### src/rtl/tfcp_pkg.sv
`timescale 1ns / 1ps
// ----------------------------------------------------------------------------
// tfcp_pkg
// Shared types, constants and functions for the type A framing core.
// ----------------------------------------------------------------------------
package tfcp_pkg;

   localparam int MaxResults = 3;

   localparam logic [15:0] CrcPreset = 16'h6363;
   localparam logic [15:0] CrcPoly   = 16'h8408;

   localparam logic ActTransmit = 1'b0;
   localparam logic ActReceive  = 1'b1;

   localparam logic [1:0] VerdictNone   = 2'd0;
   localparam logic [1:0] VerdictGood   = 2'd1;
   localparam logic [1:0] VerdictParity = 2'd2;
   localparam logic [1:0] VerdictCrc    = 2'd3;

   localparam logic [1:0] CountSat = 2'd3;

   typedef struct packed {
      logic [8:0] symbol;
      logic       end_of_run;
      logic [1:0] verdict;
   } rsp_item_type;

   typedef struct packed {
      rsp_item_type [MaxResults-1:0] item;
      logic [1:0]                    count;
   } batch_type;

   function automatic logic [15:0] crc_update(input logic [15:0] crc, input logic [7:0] b);
      logic [15:0] c;
      c = crc ^ {8'h00, b};
      for (int k = 0; k < 8; k++) begin
         c = c[0] ? ((c >> 1) ^ CrcPoly) : (c >> 1);
      end
      return c;
   endfunction

   function automatic logic [8:0] with_odd(input logic [7:0] b);
      return {~^b, b};
   endfunction

endpackage

### src/rtl/tfcp_req_if.sv
`timescale 1ns / 1ps
// ----------------------------------------------------------------------------
// tfcp_req_if
// Input channel: one byte or 9-bit symbol per item.
// ----------------------------------------------------------------------------
interface tfcp_req_if;
   logic       valid;
   logic       ready;
   logic       action;
   logic [8:0] data;
   logic       last;

   modport source (output valid, output action, output data, output last, input ready);
   modport sink   (input valid, input action, input data, input last, output ready);
endinterface

### src/rtl/tfcp_rsp_if.sv
`timescale 1ns / 1ps
// ----------------------------------------------------------------------------
// tfcp_rsp_if
// Result channel: symbols, decoded bytes and frame verdicts.
// ----------------------------------------------------------------------------
interface tfcp_rsp_if;
   logic       valid;
   logic       ready;
   logic [8:0] symbol;
   logic       end_of_run;
   logic [1:0] verdict;

   modport source (output valid, output symbol, output end_of_run, output verdict,
                   input ready);
   modport sink   (input valid, input symbol, input end_of_run, input verdict,
                   output ready);
endinterface

### src/rtl/tfcp_frame_calc.sv
`timescale 1ns / 1ps
// ----------------------------------------------------------------------------
// tfcp_frame_calc
// Frame state (CRC, parity flag, byte count) and per-item result batch.
// ----------------------------------------------------------------------------
module tfcp_frame_calc (
   input  logic                clock,
   input  logic                reset,
   input  logic                load,
   input  logic                action,
   input  logic [8:0]          data,
   input  logic                last,
   output tfcp_pkg::batch_type batch
);

   logic [15:0] crc_ff, crc_in;
   logic        pfail_ff, pfail_in;
   logic [1:0]  count_ff, count_in;

   logic [7:0]  b;
   logic [15:0] crc_next;
   logic        pfail_next;
   logic [1:0]  count_next;
   logic [1:0]  verdict;

   assign b          = data[7:0];
   assign crc_next   = tfcp_pkg::crc_update(crc_ff, b);
   assign pfail_next = pfail_ff | ((action == tfcp_pkg::ActReceive) & ~(^data));
   assign count_next = (count_ff == tfcp_pkg::CountSat) ? count_ff : count_ff + 2'd1;

   always_comb begin
      priority if (pfail_next) begin
         verdict = tfcp_pkg::VerdictParity;
      end else if (count_next <= 2'd2 || crc_next != 16'h0000) begin
         verdict = tfcp_pkg::VerdictCrc;
      end else begin
         verdict = tfcp_pkg::VerdictGood;
      end
   end

   always_comb begin
      batch = '0;
      if (action == tfcp_pkg::ActTransmit) begin
         batch.item[0].symbol = tfcp_pkg::with_odd(b);
         if (last) begin
            batch.item[1].symbol     = tfcp_pkg::with_odd(crc_next[7:0]);
            batch.item[2].symbol     = tfcp_pkg::with_odd(crc_next[15:8]);
            batch.item[2].end_of_run = 1'b1;
            batch.count              = 2'd3;
         end else begin
            batch.item[0].end_of_run = 1'b1;
            batch.count              = 2'd1;
         end
      end else begin
         batch.item[0].symbol = {1'b0, b};
         if (last) begin
            batch.item[1].end_of_run = 1'b1;
            batch.item[1].verdict    = verdict;
            batch.count              = 2'd2;
         end else begin
            batch.item[0].end_of_run = 1'b1;
            batch.count              = 2'd1;
         end
      end
   end

   always_comb begin
      crc_in   = crc_ff;
      pfail_in = pfail_ff;
      count_in = count_ff;
      if (load) begin
         if (last) begin
            crc_in   = tfcp_pkg::CrcPreset;
            pfail_in = 1'b0;
            count_in = 2'd0;
         end else begin
            crc_in   = crc_next;
            pfail_in = pfail_next;
            count_in = count_next;
         end
      end
   end

   always_ff @(posedge clock) begin
      if (reset) begin
         crc_ff   <= tfcp_pkg::CrcPreset;
         pfail_ff <= 1'b0;
         count_ff <= 2'd0;
      end else begin
         crc_ff   <= crc_in;
         pfail_ff <= pfail_in;
         count_ff <= count_in;
      end
   end

endmodule

### src/rtl/tfcp_rsp_queue.sv
`timescale 1ns / 1ps
// ----------------------------------------------------------------------------
// tfcp_rsp_queue
// Result register holding one batch of up to three items, drained in order.
// ----------------------------------------------------------------------------
module tfcp_rsp_queue (
   input  logic                clock,
   input  logic                reset,
   input  logic                load,
   input  tfcp_pkg::batch_type batch,
   output logic                can_load,
   tfcp_rsp_if.source          rsp
);

   tfcp_pkg::rsp_item_type ent_ff [tfcp_pkg::MaxResults];
   tfcp_pkg::rsp_item_type ent_in [tfcp_pkg::MaxResults];
   logic [1:0] rem_ff, rem_in;
   logic [1:0] ptr_ff, ptr_in;
   logic       pop;

   assign rsp.valid      = (rem_ff != 2'd0);
   assign rsp.symbol     = ent_ff[ptr_ff].symbol;
   assign rsp.end_of_run = ent_ff[ptr_ff].end_of_run;
   assign rsp.verdict    = ent_ff[ptr_ff].verdict;

   assign pop      = rsp.valid & rsp.ready;
   assign can_load = (rem_ff == 2'd0) | ((rem_ff == 2'd1) & rsp.ready);

   always_comb begin
      ent_in = ent_ff;
      rem_in = rem_ff;
      ptr_in = ptr_ff;
      priority if (load) begin
         for (int i = 0; i < tfcp_pkg::MaxResults; i++) begin
            ent_in[i] = batch.item[i];
         end
         rem_in = batch.count;
         ptr_in = 2'd0;
      end else if (pop) begin
         rem_in = rem_ff - 2'd1;
         ptr_in = ptr_ff + 2'd1;
      end else begin
         rem_in = rem_ff;
         ptr_in = ptr_ff;
      end
   end

   always_ff @(posedge clock) begin
      ent_ff <= ent_in;
   end

   always_ff @(posedge clock) begin
      if (reset) begin
         rem_ff <= 2'd0;
         ptr_ff <= 2'd0;
      end else begin
         rem_ff <= rem_in;
         ptr_ff <= ptr_in;
      end
   end

endmodule

### src/rtl/typea_frame_crc_parity_core.sv
`timescale 1ns / 1ps
// ----------------------------------------------------------------------------
// typea_frame_crc_parity_core
// Type A byte framing: odd parity per byte and CRC_A over the frame.
//
// req_chan carries one item: action (0 transmit byte, 1 receive 9-bit
// symbol), data and last. rsp_chan returns the results of each item in
// order; end_of_run marks the final result of an item.
// Transmit byte: one symbol with odd parity; on last, two CRC symbols follow
// (low byte first). Receive symbol: the decoded byte; on last, a verdict
// item follows (parity error, CRC error or frame good).
// Path: an accepted item is held in the input register until the result
// register has room, then loaded as a batch that shows its first result.
// Throughput: one item per cycle while each item yields a single result
// and the receiver is ready; the three-item result register drains one
// result per ready cycle. A transmit last gives 3 results, a receive last 2.
// Reset clears the frame state (CRC preset, parity flag, byte count) and
// drops any held item or result. When the receiver stalls, the result
// register holds and the input register takes one more item, then
// req_chan.ready drops. Frame state restarts after every last item.
// ----------------------------------------------------------------------------
module typea_frame_crc_parity_core (
   input  logic        clock,
   input  logic        reset,
   tfcp_req_if.sink    req_chan,
   tfcp_rsp_if.source  rsp_chan
);

   logic       in_valid_ff, in_valid_in;
   logic       action_ff, action_in;
   logic [8:0] data_ff, data_in;
   logic       last_ff, last_in;
   logic       req_acc;
   logic       load;
   logic       can_load;

   tfcp_pkg::batch_type batch;

   assign load           = in_valid_ff & can_load;
   assign req_chan.ready = ~in_valid_ff | load;
   assign req_acc        = req_chan.valid & req_chan.ready;
   assign in_valid_in    = req_acc | (in_valid_ff & ~load);

   always_comb begin
      action_in = action_ff;
      data_in   = data_ff;
      last_in   = last_ff;
      if (req_acc) begin
         action_in = req_chan.action;
         data_in   = req_chan.data;
         last_in   = req_chan.last;
      end
   end

   always_ff @(posedge clock) begin
      action_ff <= action_in;
      data_ff   <= data_in;
      last_ff   <= last_in;
   end

   always_ff @(posedge clock) begin
      if (reset) begin
         in_valid_ff <= 1'b0;
      end else begin
         in_valid_ff <= in_valid_in;
      end
   end

   tfcp_frame_calc u_calc (
      .clock  (clock),
      .reset  (reset),
      .load   (load),
      .action (action_ff),
      .data   (data_ff),
      .last   (last_ff),
      .batch  (batch)
   );

   tfcp_rsp_queue u_queue (
      .clock    (clock),
      .reset    (reset),
      .load     (load),
      .batch    (batch),
      .can_load (can_load),
      .rsp      (rsp_chan)
   );

`ifndef SYNTH
   a_no_overwrite: assert property (@(posedge clock) disable iff (reset)
      (in_valid_ff && !load) |-> !req_acc)
      else $error("input register overwritten while held");

   a_load_shows: assert property (@(posedge clock) disable iff (reset)
      load |=> rsp_chan.valid)
      else $error("loaded batch not presented");

   a_verdict_ends: assert property (@(posedge clock) disable iff (reset)
      (rsp_chan.valid && rsp_chan.verdict != tfcp_pkg::VerdictNone)
         |-> (rsp_chan.end_of_run && rsp_chan.symbol == 9'h000))
      else $error("verdict item not final or has a symbol");

   a_load_room: assert property (@(posedge clock) disable iff (reset)
      (load && rsp_chan.valid) |-> rsp_chan.ready)
      else $error("batch loaded over a pending result");
`endif

endmodule

### src/flat_wrapper.sv
// flat-port wrapper written by rule: the top's interface ports become plain ports
module typea_frame_crc_parity_core_flat 
  (clock, reset, req_chan_valid, req_chan_action, req_chan_data, req_chan_last, req_chan_ready, rsp_chan_valid, rsp_chan_symbol, rsp_chan_end_of_run, rsp_chan_verdict, rsp_chan_ready);
  tfcp_req_if req_chan_i ();
  tfcp_rsp_if rsp_chan_i ();
  input  logic clock;
  input  logic reset;
  input wire logic [$bits(req_chan_i.valid)-1:0] req_chan_valid;
  input wire logic [$bits(req_chan_i.action)-1:0] req_chan_action;
  input wire logic [$bits(req_chan_i.data)-1:0] req_chan_data;
  input wire logic [$bits(req_chan_i.last)-1:0] req_chan_last;
  output wire logic [$bits(req_chan_i.ready)-1:0] req_chan_ready;
  output wire logic [$bits(rsp_chan_i.valid)-1:0] rsp_chan_valid;
  output wire logic [$bits(rsp_chan_i.symbol)-1:0] rsp_chan_symbol;
  output wire logic [$bits(rsp_chan_i.end_of_run)-1:0] rsp_chan_end_of_run;
  output wire logic [$bits(rsp_chan_i.verdict)-1:0] rsp_chan_verdict;
  input wire logic [$bits(rsp_chan_i.ready)-1:0] rsp_chan_ready;
  assign req_chan_i.valid = req_chan_valid;
  assign req_chan_i.action = req_chan_action;
  assign req_chan_i.data = req_chan_data;
  assign req_chan_i.last = req_chan_last;
  assign req_chan_ready = req_chan_i.ready;
  assign rsp_chan_valid = rsp_chan_i.valid;
  assign rsp_chan_symbol = rsp_chan_i.symbol;
  assign rsp_chan_end_of_run = rsp_chan_i.end_of_run;
  assign rsp_chan_verdict = rsp_chan_i.verdict;
  assign rsp_chan_i.ready = rsp_chan_ready;
  typea_frame_crc_parity_core u_core (.clock(clock), .reset(reset), .req_chan(req_chan_i), .rsp_chan(rsp_chan_i));
endmodule
### config.mk
export PLATFORM = sky130hd
export DESIGN_NAME = typea_frame_crc_parity_core_flat
export DESIGN_NICKNAME = d
export VERILOG_FILES = /design/src/rtl/tfcp_pkg.sv /design/src/rtl/tfcp_req_if.sv /design/src/rtl/tfcp_rsp_if.sv /design/src/rtl/tfcp_frame_calc.sv /design/src/rtl/tfcp_rsp_queue.sv /design/src/rtl/typea_frame_crc_parity_core.sv /design/src/flat_wrapper.sv
export SDC_FILE = /design/constraint.sdc
export NUM_CORES = 1
export LEC_CHECK = 0
export BUFFER_PORTS_ARGS = -buffer_cell sky130_fd_sc_hd__buf_2
export CORE_UTILIZATION = 56
export CTS_BUF_LIST = sky130_fd_sc_hd__clkbuf_4 sky130_fd_sc_hd__clkbuf_8
export DETAILED_ROUTE_END_ITERATION = 10
export PLACE_DENSITY = 0.76
export RECOVER_POWER = 100
export SLEW_MARGIN = 25
export SYNTH_ARGS = -nofsm -noshare
export SYNTH_HDL_FRONTEND = slang
export SYNTH_SLANG_ARGS = --single-unit
### constraint.sdc
create_clock -name clock -period 3.1 [get_ports clock]
set_input_delay 0.465 -clock clock [delete_from_list [all_inputs] [get_ports clock]]
set_output_delay 0.465 -clock clock [all_outputs]
set_load 0.02 [all_outputs]
## Word-level counts from Yosys, hierarchy flattened

Cells that the tools add are included.

| operators by class | value |
|---|---|
| $add $sub $neg | 3 |
| bitwise logic cells | 25 |
| eq/ne operators | 2 |
| reduce and logical (&&, ||, !) cells | 13 |
| order comparisons | 2 |
| muxes and demuxes | 25 |

Operator list:

| kind | number |
|---|---|
| 16-bit two-way mux | 9 |
| 2-bit inverter with 3-bit output | 9 |
| 12-bit binary-select mux with 2-bit select | 1 |
| 12-bit two-way mux | 2 |
| 8-bit XNOR reduction | 3 |
| 2-bit two-way mux | 9 |
| 16-bit nonzero test | 1 |
| 16-bit by 8-bit XOR with 16-bit output | 1 |
| 9-bit XOR reduction | 1 |
| 1-bit bitwise AND | 6 |
| 1-bit inverter | 5 |
| 2-bit by 1-bit adder with 2-bit output (second input constant) | 2 |
| 1-bit OR | 4 |
| 2-bit nonzero test | 2 |
| 2-bit OR reduction | 2 |
| 3-bit greater-or-equal comparator (second input constant) | 1 |
| 1-bit two-way mux | 3 |
| 3-bit two-way mux | 1 |
| 3-bit OR reduction | 1 |
| 2-bit by 1-bit == test with 1-bit output (second input constant) | 1 |
| 2-bit == test (second input constant) | 1 |
| 2-bit <= comparator (second input constant) | 1 |
| 2-bit zero test | 1 |
| 2-bit AND reduction | 1 |
| other kinds (2) | 2 |

| storage, ports and cells | value |
|---|---|
| bits of input ports | 15 |
| word-level logic and storage cells | 88 |
| output and inout bits | 14 |
| register bits | 67 |

## Depth between registers and ports, before layout

Gate-level depths: netlist of the first run.

| depth | value |
|---|---|
| word-level depth | 22 |
| gate-level depth with buffers | 8 |
| mapped depth without buffers | 7 |

## By module

From an unflattened synthesis of the first run, not the netlist that was laid out.

| second synthesis, totals | value |
|---|---|
| cells, all modules | 286 |
| area, all modules | 3,400.8 um^2 |

By module, submodules not included:

| module | area each (um^2) | cells each | times used | seq. area each (um^2) |
|---|---|---|---|---|
| tfcp_rsp_queue | 1,564.0 | 103 | 1 | 1,161.1 |
| tfcp_frame_calc | 1,443.9 | 166 | 1 | 380.4 |
| typea_frame_crc_parity_core | 392.9 | 17 | 1 | 350.3 |

## Worst setup path before layout of the first run

OpenSTA, ideal clock, no wires.

| path | value |
|---|---|
| path kind | register -> register |
| from | register u_core.data_ff[1] |
| to | register u_core.u_queue.ent_ff[23] in the netlist's numbering (data pin) |
| setup time | 264 ps |
| path slack | 974 ps |
| data required time | 2,836 ps |
| cell stages (with the launch flop) | 8 |
| buffers on the path | 0 |
| clock period less this slack | 2,126 ps |
| arrival | 1,862 ps |
| cells stage by stage | edfxtp_1 > xnor2_1 > xnor2_1 > xor2_1 > ha_1 > xnor2_1 > xnor2_1 > nor2_1 |

| between the ends | value |
|---|---|
| word-level cells in the longest chain between the ends | 10 |

RTL lines:

| element | RTL line | RTL |
|---|---|---|
| start, declared | typea_frame_crc_parity_core.sv:31 | `logic [8:0] data_ff, data_in;` |
| start signal, assigned | typea_frame_crc_parity_core.sv:57 | `data_ff <= data_in;` |
| 16-bit by 8-bit XOR with 16-bit output | tfcp_pkg.sv:36 | `c = crc ^ {8'h00, b};` |
| 16-bit two-way mux (8 in series) | tfcp_pkg.sv:38 | `c = c[0] ? ((c >> 1) ^ CrcPoly) : (c >> 1);` |
| 8-bit XNOR reduction | tfcp_pkg.sv:44 | `return {~^b, b};` |
| end signal, assigned | tfcp_rsp_queue.sv:49 | `ent_ff <= ent_in;` |
| end, declared | tfcp_rsp_queue.sv:15 | `tfcp_pkg::rsp_item_type ent_ff [tfcp_pkg::MaxResults];` |

No other way between the ends.
A chain may end at the register's enable or synchronous reset.

## Worst setup path in the final report of the first run

Same ends and word-level chain as after synthesis.

==> results of run 1 <==
-- where the power goes --
group / internal [W] / total (W) / switching [W] / leakage, nW
Sequential: 0.00110 / 0.00117 / 0.0000663 / 0.606
Clock: 0.000309 / 0.000615 / 0.000306 / 0.0895
Combinational: 0.000372 / 0.000923 / 0.000551 / 0.538
-- cells in the mapped netlist, types with 2 or more instances --
library cell,n,area (um^2)
nand2_1,27,101.4
a22oi_1,2,15.01
buf_4,3,22.52
nor3_1,6,30.03
buf_2,3,15.01
and3b_1,2,17.52
o211ai_1,9,67.56
xor2_1,13,113.9
nand4_1,2,12.51
and2_1,2,12.51
edfxtp_1,43,1291
xnor2_2,3,48.80
nand2b_1,4,25.02
xnor2_1,24,210.2
inv_1,8,30.03
dfxtp_1,24,480.5
clkbuf_1,6,22.52
mux2i_1,10,100.1
nor2_1,26,97.59
ha_1,8,100.1
o21ai_0,10,50.05
a21oi_1,11,55.05
nor2b_1,4,25.02
-- registers in the layout (all words and copies together), names as in the netlist --
signal,cells
u_core.u_calc.count_ff,2
u_core.u_queue.ptr_ff,2
u_core.u_calc.crc_ff,16
u_core.in_valid_ff,1
u_core.last_ff,1
u_core.u_queue.rem_ff,2
u_core.data_ff,9
u_core.action_ff,1
u_core.u_calc.pfail_ff,1
u_core.u_queue.ent_ff,32
-- worst paths after layout --
| path | start | end | slack (ns) | cells after the start |
|---|---|---|---|---|
| worst max register to register | u_core.data_ff[1]$_DFFE_PP_ | u_core.u_queue.ent_ff[23]$_SDFFCE_PP0P_ | 0.45 | 7 |
| worst min-delay path | req_chan_action | u_core.action_ff$_DFFE_PP_ | 0.31 | 1 |
| worst min register to register | u_core.u_calc.crc_ff[3]$_SDFFE_PP0P_ | u_core.u_calc.crc_ff[3]$_SDFFE_PP0P_ | 0.47 | 2 |
| worst max-delay path | u_core.data_ff[1]$_DFFE_PP_ | u_core.u_queue.ent_ff[23]$_SDFFCE_PP0P_ | 0.45 | 7 |
-- per-layer routing --
layer,GRT usage,routed length (um),vias up
met2,0.3343,2581,59
met4,0.1111,97,0
met3,0.06349,281,8
met5,0,0,-
li1,-,-,959
met1,0.3000,2724,926
-- area by class of cell --
class,count,area [um^2]
Clock buffer,12,146.4
Fill cell,429,1823
Tap cell,70,87.58
Inverter,9,33.78
Timing Repair Buffer,32,150.1
Sequential cell,67,1772
Multi-Input combinational cell,173,1142
Clock inverter,4,17.52
-- placed cells by master (no fill, tap or decap) --
cell / instances
buf_2: 14
nor2_1: 26
clkbuf_1: 14
o21ai_0: 10
nor2b_1: 4
buf_4: 3
edfxtp_1: 43
clkinv_1: 2
nand3_1: 1
xnor3_1: 1
nand2b_2: 1
a31oi_1: 1
clkbuf_2: 1
clkinv_2: 2
xnor2_1: 27
nor3_1: 6
a211oi_1: 1
mux2i_1: 10
o211ai_1: 9
a21boi_0: 1
dfxtp_1: 24
nand2_1: 27
clkbuf_4: 3
or3_1: 1
inv_1: 9
xor2_1: 13
and3b_1: 2
a22oi_1: 2
nand2b_1: 4
nand4_1: 2
a21oi_1: 12
clkbuf_8: 9
nand3b_1: 1
and2_0: 2
and3_1: 1
ha_1: 8
-- logic make-up (layout without fill, tap and decap cells) --
logic type	count (synthesis)	count (layout)
AND/OR/NAND/NOR	78	78
multiplexers	10	10
AO/OA/AOI/OAI	36	36
XOR/XNOR	41	41
buffers and inverters	21	57
flip-flops	67	67
adder cells (fa/ha/maj)	8	8
-- worst max-delay path: stages, from the launching register on --
cell	delay, ns
edfxtp_1	0.43
xnor2_1	0.20
xnor2_1	0.58
xor2_1	0.38
ha_1	0.32
xnor2_1	0.24
xnor2_1	0.17
nor2_1	0.06
-- stage by stage --
stage	hold slack (ns)	util	power, W	area [um^2]
global placement	0.4547	0.6248	0.002079	3232
finish	0.3057	0.6476	0.002707	3349
CTS	0.2900	0.6565	0.002726	3396
floorplan	0.4423	-	0.001895	3034
detailed placement	0.4622	0.6248	0.002115	3232
global route	0.2872	0.6476	0.002851	3349
==> impl_metrics.toml, run 1 <==
[layout]
diodes = 0
syn_to_final_growth_pct = 10.39
fin_nets = 315
drive_gt1_frac = 0.1111
layoutNonFillerInstCount = 367

[synthesis]
synth.area.mux_share = 0.03299
ys_seq_area_frac = 0.5839
synthSimpleGateAreaFrac = 0.1171
yosys_register_bits = 67
synth_edf_count = 43
synthDistinctLibCells = 34
synth_xor_area_frac = 0.1303
yosysWarnings = 0
synth_compound_area_frac = 0.07175
syn-num-nets = 284
async_flop_share = 0
synth_top_family_by_area = "XOR/XNOR gates"
netlist_instances = 261
avgSynthCellArea_um2 = 11.63
synthAdderAreaFrac = 0.03299
syn_area_mm2 = 0.003034
synth_ff_type = "edfxtp_1"

[timing]
fin_setup_tns_ns = 0
slew_violations = 0
period_needed_ns = 2.649
period_share = 0.8545
max_slew_margin = 0.3718
hold_viol_final = 0
postLayoutSetupSlackWorst_ns = 0.4511
tightestPinTransition_ns = 0.9423
fmax_mhz = 377.5
rsz0062_at_grt = "false"
finalSetupViolCount = 0
fin_skew_ns = 0.009415

[clock_network]
htreeDepth = 3
cts_root_buf = "clkbuf_8"
cts_tree = "yes"
clk_latency_ns = 0.33
clockBufferDepth = 2
clk_pin_slew_ns = 0.07
post_cts_buffers = 0
cts_inserted_buffers = 9
cts.sinks = 67
cts_resized = 0
ctsHoldBuffers = 0

[setup_path]
cp_max_fo = 5
startpoint_type = "flop"
critPathRequiredTime_ns = 3.16
cp.arrival_ns = 2.71
critPathCaptureType = "flop"
worstSetupPathType = "reg2reg"

[routing]
detail_route.iter0.violations = 154
totalWireLength_um = 5686
num_vias = 1952
drc_errors = 0
vias_per_cell = 5.319
routedWlPerCell_um = 15.49
antenna_left = 0
dr.pass1.iters = 4

[run_status]
outcome = "completed"

[place]
place.gp.congestion = 0.8470
dpl.cell_count = 351
pre_cts_slack_ns = 0.5017
dp_hpwl_um = 3948
io_buffers = 28

[pwr]
vdd_drop_max_uv = 478.5
p_per_area_mw_per_mm2 = 808.2
leakage_nw = 1.234

[global_routing]
grt_overflow = 0
antenna_found_initial = 0
grt_pass1_vias = 1841
grt_max_degree = 40
grt.total_usage = 0.2233
grt_pass1_wl_um = 8880

[job]
drv_cap = 0

[floorplan]
initial_core_util = 0.5866
die_h_um = 75.61
io_pins = 29
die_x_um = 75.61
die-area_mm2 = 0.005717
num_rows = 26
coreArea_mm2 = 0.005172

[hold_path]
hp-class = "in2reg"
Note: power is estimated with default switching activity, not from simulation.
==> inputs of run 2 (changes only) <==
CORE_ASPECT_RATIO = 1.1   (was not set)
CTS_BUF_LIST = sky130_fd_sc_hd__clkbuf_8   (was sky130_fd_sc_hd__clkbuf_4 sky130_fd_sc_hd__clkbuf_8)
SLEW_MARGIN = 40   (was 25)
==> run 2 against run 1 <==
First-iteration DRC count grew 9.1%. Core utilization grew 0.91 points. Critical path depth fell by 2. Worst hold slack worse by 0.0099 ns. Highest routed layer unchanged. Global-route usage is 0.21 points higher. Combinational power shrank 2%. Non-clock buffer count stayed put. Cell count grew 0.54%. Setup slack got worse by 0.028 ns. Wire length down 0.81%. Register-to-register slack improved by 0.14 ns.
==> impl_metrics.toml, run 2 (same netlist as run 1, synthesis figures left out) <==
[routing]
totalWireLength_um = 5640
dr.pass1.iters = 4
drc_errors = 0
antenna_left = 0
routedWlPerCell_um = 15.28
vias_per_cell = 5.238
detail_route.iter0.violations = 168
num_vias = 1933

[timing]
fin_setup_tns_ns = 0
hold_viol_final = 0
period_needed_ns = 2.677
finalSetupViolCount = 0
slew_violations = 0
fmax_mhz = 373.6
rsz0062_at_grt = "false"
max_slew_margin = 0.3548
fin_skew_ns = 0.009733
period_share = 0.8634
tightestPinTransition_ns = 0.9678

[layout]
top_register = "u_core.u_queue.ent_ff"
largest_reg_flops = 32
reg.largest.list = "u_core.u_queue.ent_ff x32, u_core.u_calc.crc_ff x16, u_core.data_ff x9"
fillerInstances = 397
fin_nets = 315
multi_input_area_mm2 = 0.001142
syn_to_final_growth_pct = 10.39
seqCellArea_mm2 = 0.001772
most-common-layout-cells = "43 x edfxtp_1, 27 x xnor2_1, 27 x nand2_1"
final_common_cell = "edfxtp_1"
diodes = 0
drive_gt1_frac = 0.1077
utilization = 0.6566

[floorplan]
die-area_mm2 = 0.005717
initial_core_util = 0.5948
num_rows = 27
die_h_um = 79.20
coreArea_mm2 = 0.005101
io_pins = 29
die_x_um = 72.18

[place]
io_buffers = 28
dp_hpwl_um = 3844
place.gp.congestion = 0.8796

[global_routing]
antenna_found_initial = 0
grt_max_degree = 40
grt.total_usage = 0.2254
grt_overflow = 0
grt_pass1_wl_um = 9197
grt_pass1_vias = 1890

[clock_network]
clk_latency_ns = 0.35
clockBufferDepth = 2
cts_root_buf = "clkbuf_8"
cts_inserted_buffers = 9
cts_tree = "yes"
ctsHoldBuffers = 0
htreeDepth = 3
cts.sinks = 67
post_cts_buffers = 0
cts_resized = 0
clk_pin_slew_ns = 0.07

[setup_path]
critPathRequiredTime_ns = 2.63
startpoint_type = "flop"
slowest_delay_ns = 0.66
cp_common_cell = "clkbuf_1"
cp_max_fo = 14
worstSetupPathType = "reg2out"
worst-r2r-cell-count = 7
critPathCaptureType = "output port"
worst-path-buf-inv = 2
crit_slowest_cell = "nor2b_1"
cp.arrival_ns = 2.21
cp_cell_sequence = "clkbuf_1, nor2b_1, nand2_1, o21ai_0, clkbuf_1"
crit_cells = 5
cp_top_family = "simple AND/OR/NAND/NOR gates"

[pwr]
leakage_nw = 1.240
vdd_drop_max_uv = 518.2
p_per_area_mw_per_mm2 = 799.9

[hold_path]
holdPathStages = 1
hp-class = "in2reg"

[job]
drv_cap = 0

[run_status]
outcome = "completed"
[run 2: cell types whose count changed in the layout (fill, tap and decap cells not counted)]
cell / change
buf_4: -1
clkbuf_1: -1
buf_2: +2
inv_1: +2
clkbuf_4: -3
clkbuf_8: +1
[run 2: worst paths after layout]
kind	start	end	slack [ns]
max	u_core.u_queue.ptr_ff[1]$_SDFFE_PP0P_	rsp_chan_symbol[6]	0.42
min reg2reg	u_core.u_calc.crc_ff[11]$_SDFFE_PP0P_	u_core.u_calc.crc_ff[11]$_SDFFE_PP0P_	0.47
min	req_chan_data[2]	u_core.data_ff[2]$_DFFE_PP_	0.30
max reg2reg	u_core.data_ff[3]$_DFFE_PP_	u_core.u_queue.ent_ff[23]$_SDFFCE_PP0P_	0.59
[run 2: layout make-up]
cell class              instances  area share
clock inverters                 6    0.007471
flip-flops and latches         67      0.5290
clock buffers                  10     0.04109
inverters                       9     0.01009
well taps                      72     0.02690
repair buffers                 32     0.04445
multi-input cells             173      0.3411
[run 2: where the power goes]
group | switching [W] | total [W] | internal [W]
clock network | 0.000306 | 0.000603 | 0.000298
logic | 0.000533 | 0.000907 | 0.000375
registers | 0.0000659 | 0.00117 | 0.00110
[run 2: layer usage]
layer | wire (um) | GRT usage | vias up
met1 | 2689 | 0.3034 | 911
li1 | - | - | 963
met2 | 2566 | 0.3206 | 46
met5 | 0 | 0 | -
met3 | 217 | 0.07234 | 13
met4 | 167 | 0.1255 | 0
[run 2: through the flow]
stage / worst slack [ns] / std cells / total power (W) / hold WS, ns / area [um^2]
after floorplan: 0.9741 / 261 / 0.001895 / 0.4423 / 3034
after global placement: 0.6366 / 353 / 0.002091 / 0.4526 / 3234
after detailed placement: 0.6546 / 353 / 0.002106 / 0.4562 / 3234
after CTS: 0.6361 / 369 / 0.002712 / 0.2787 / 3397
after global routing: 0.2271 / 369 / 0.002857 / 0.2761 / 3349
final: 0.4233 / 369 / 0.002679 / 0.2958 / 3349
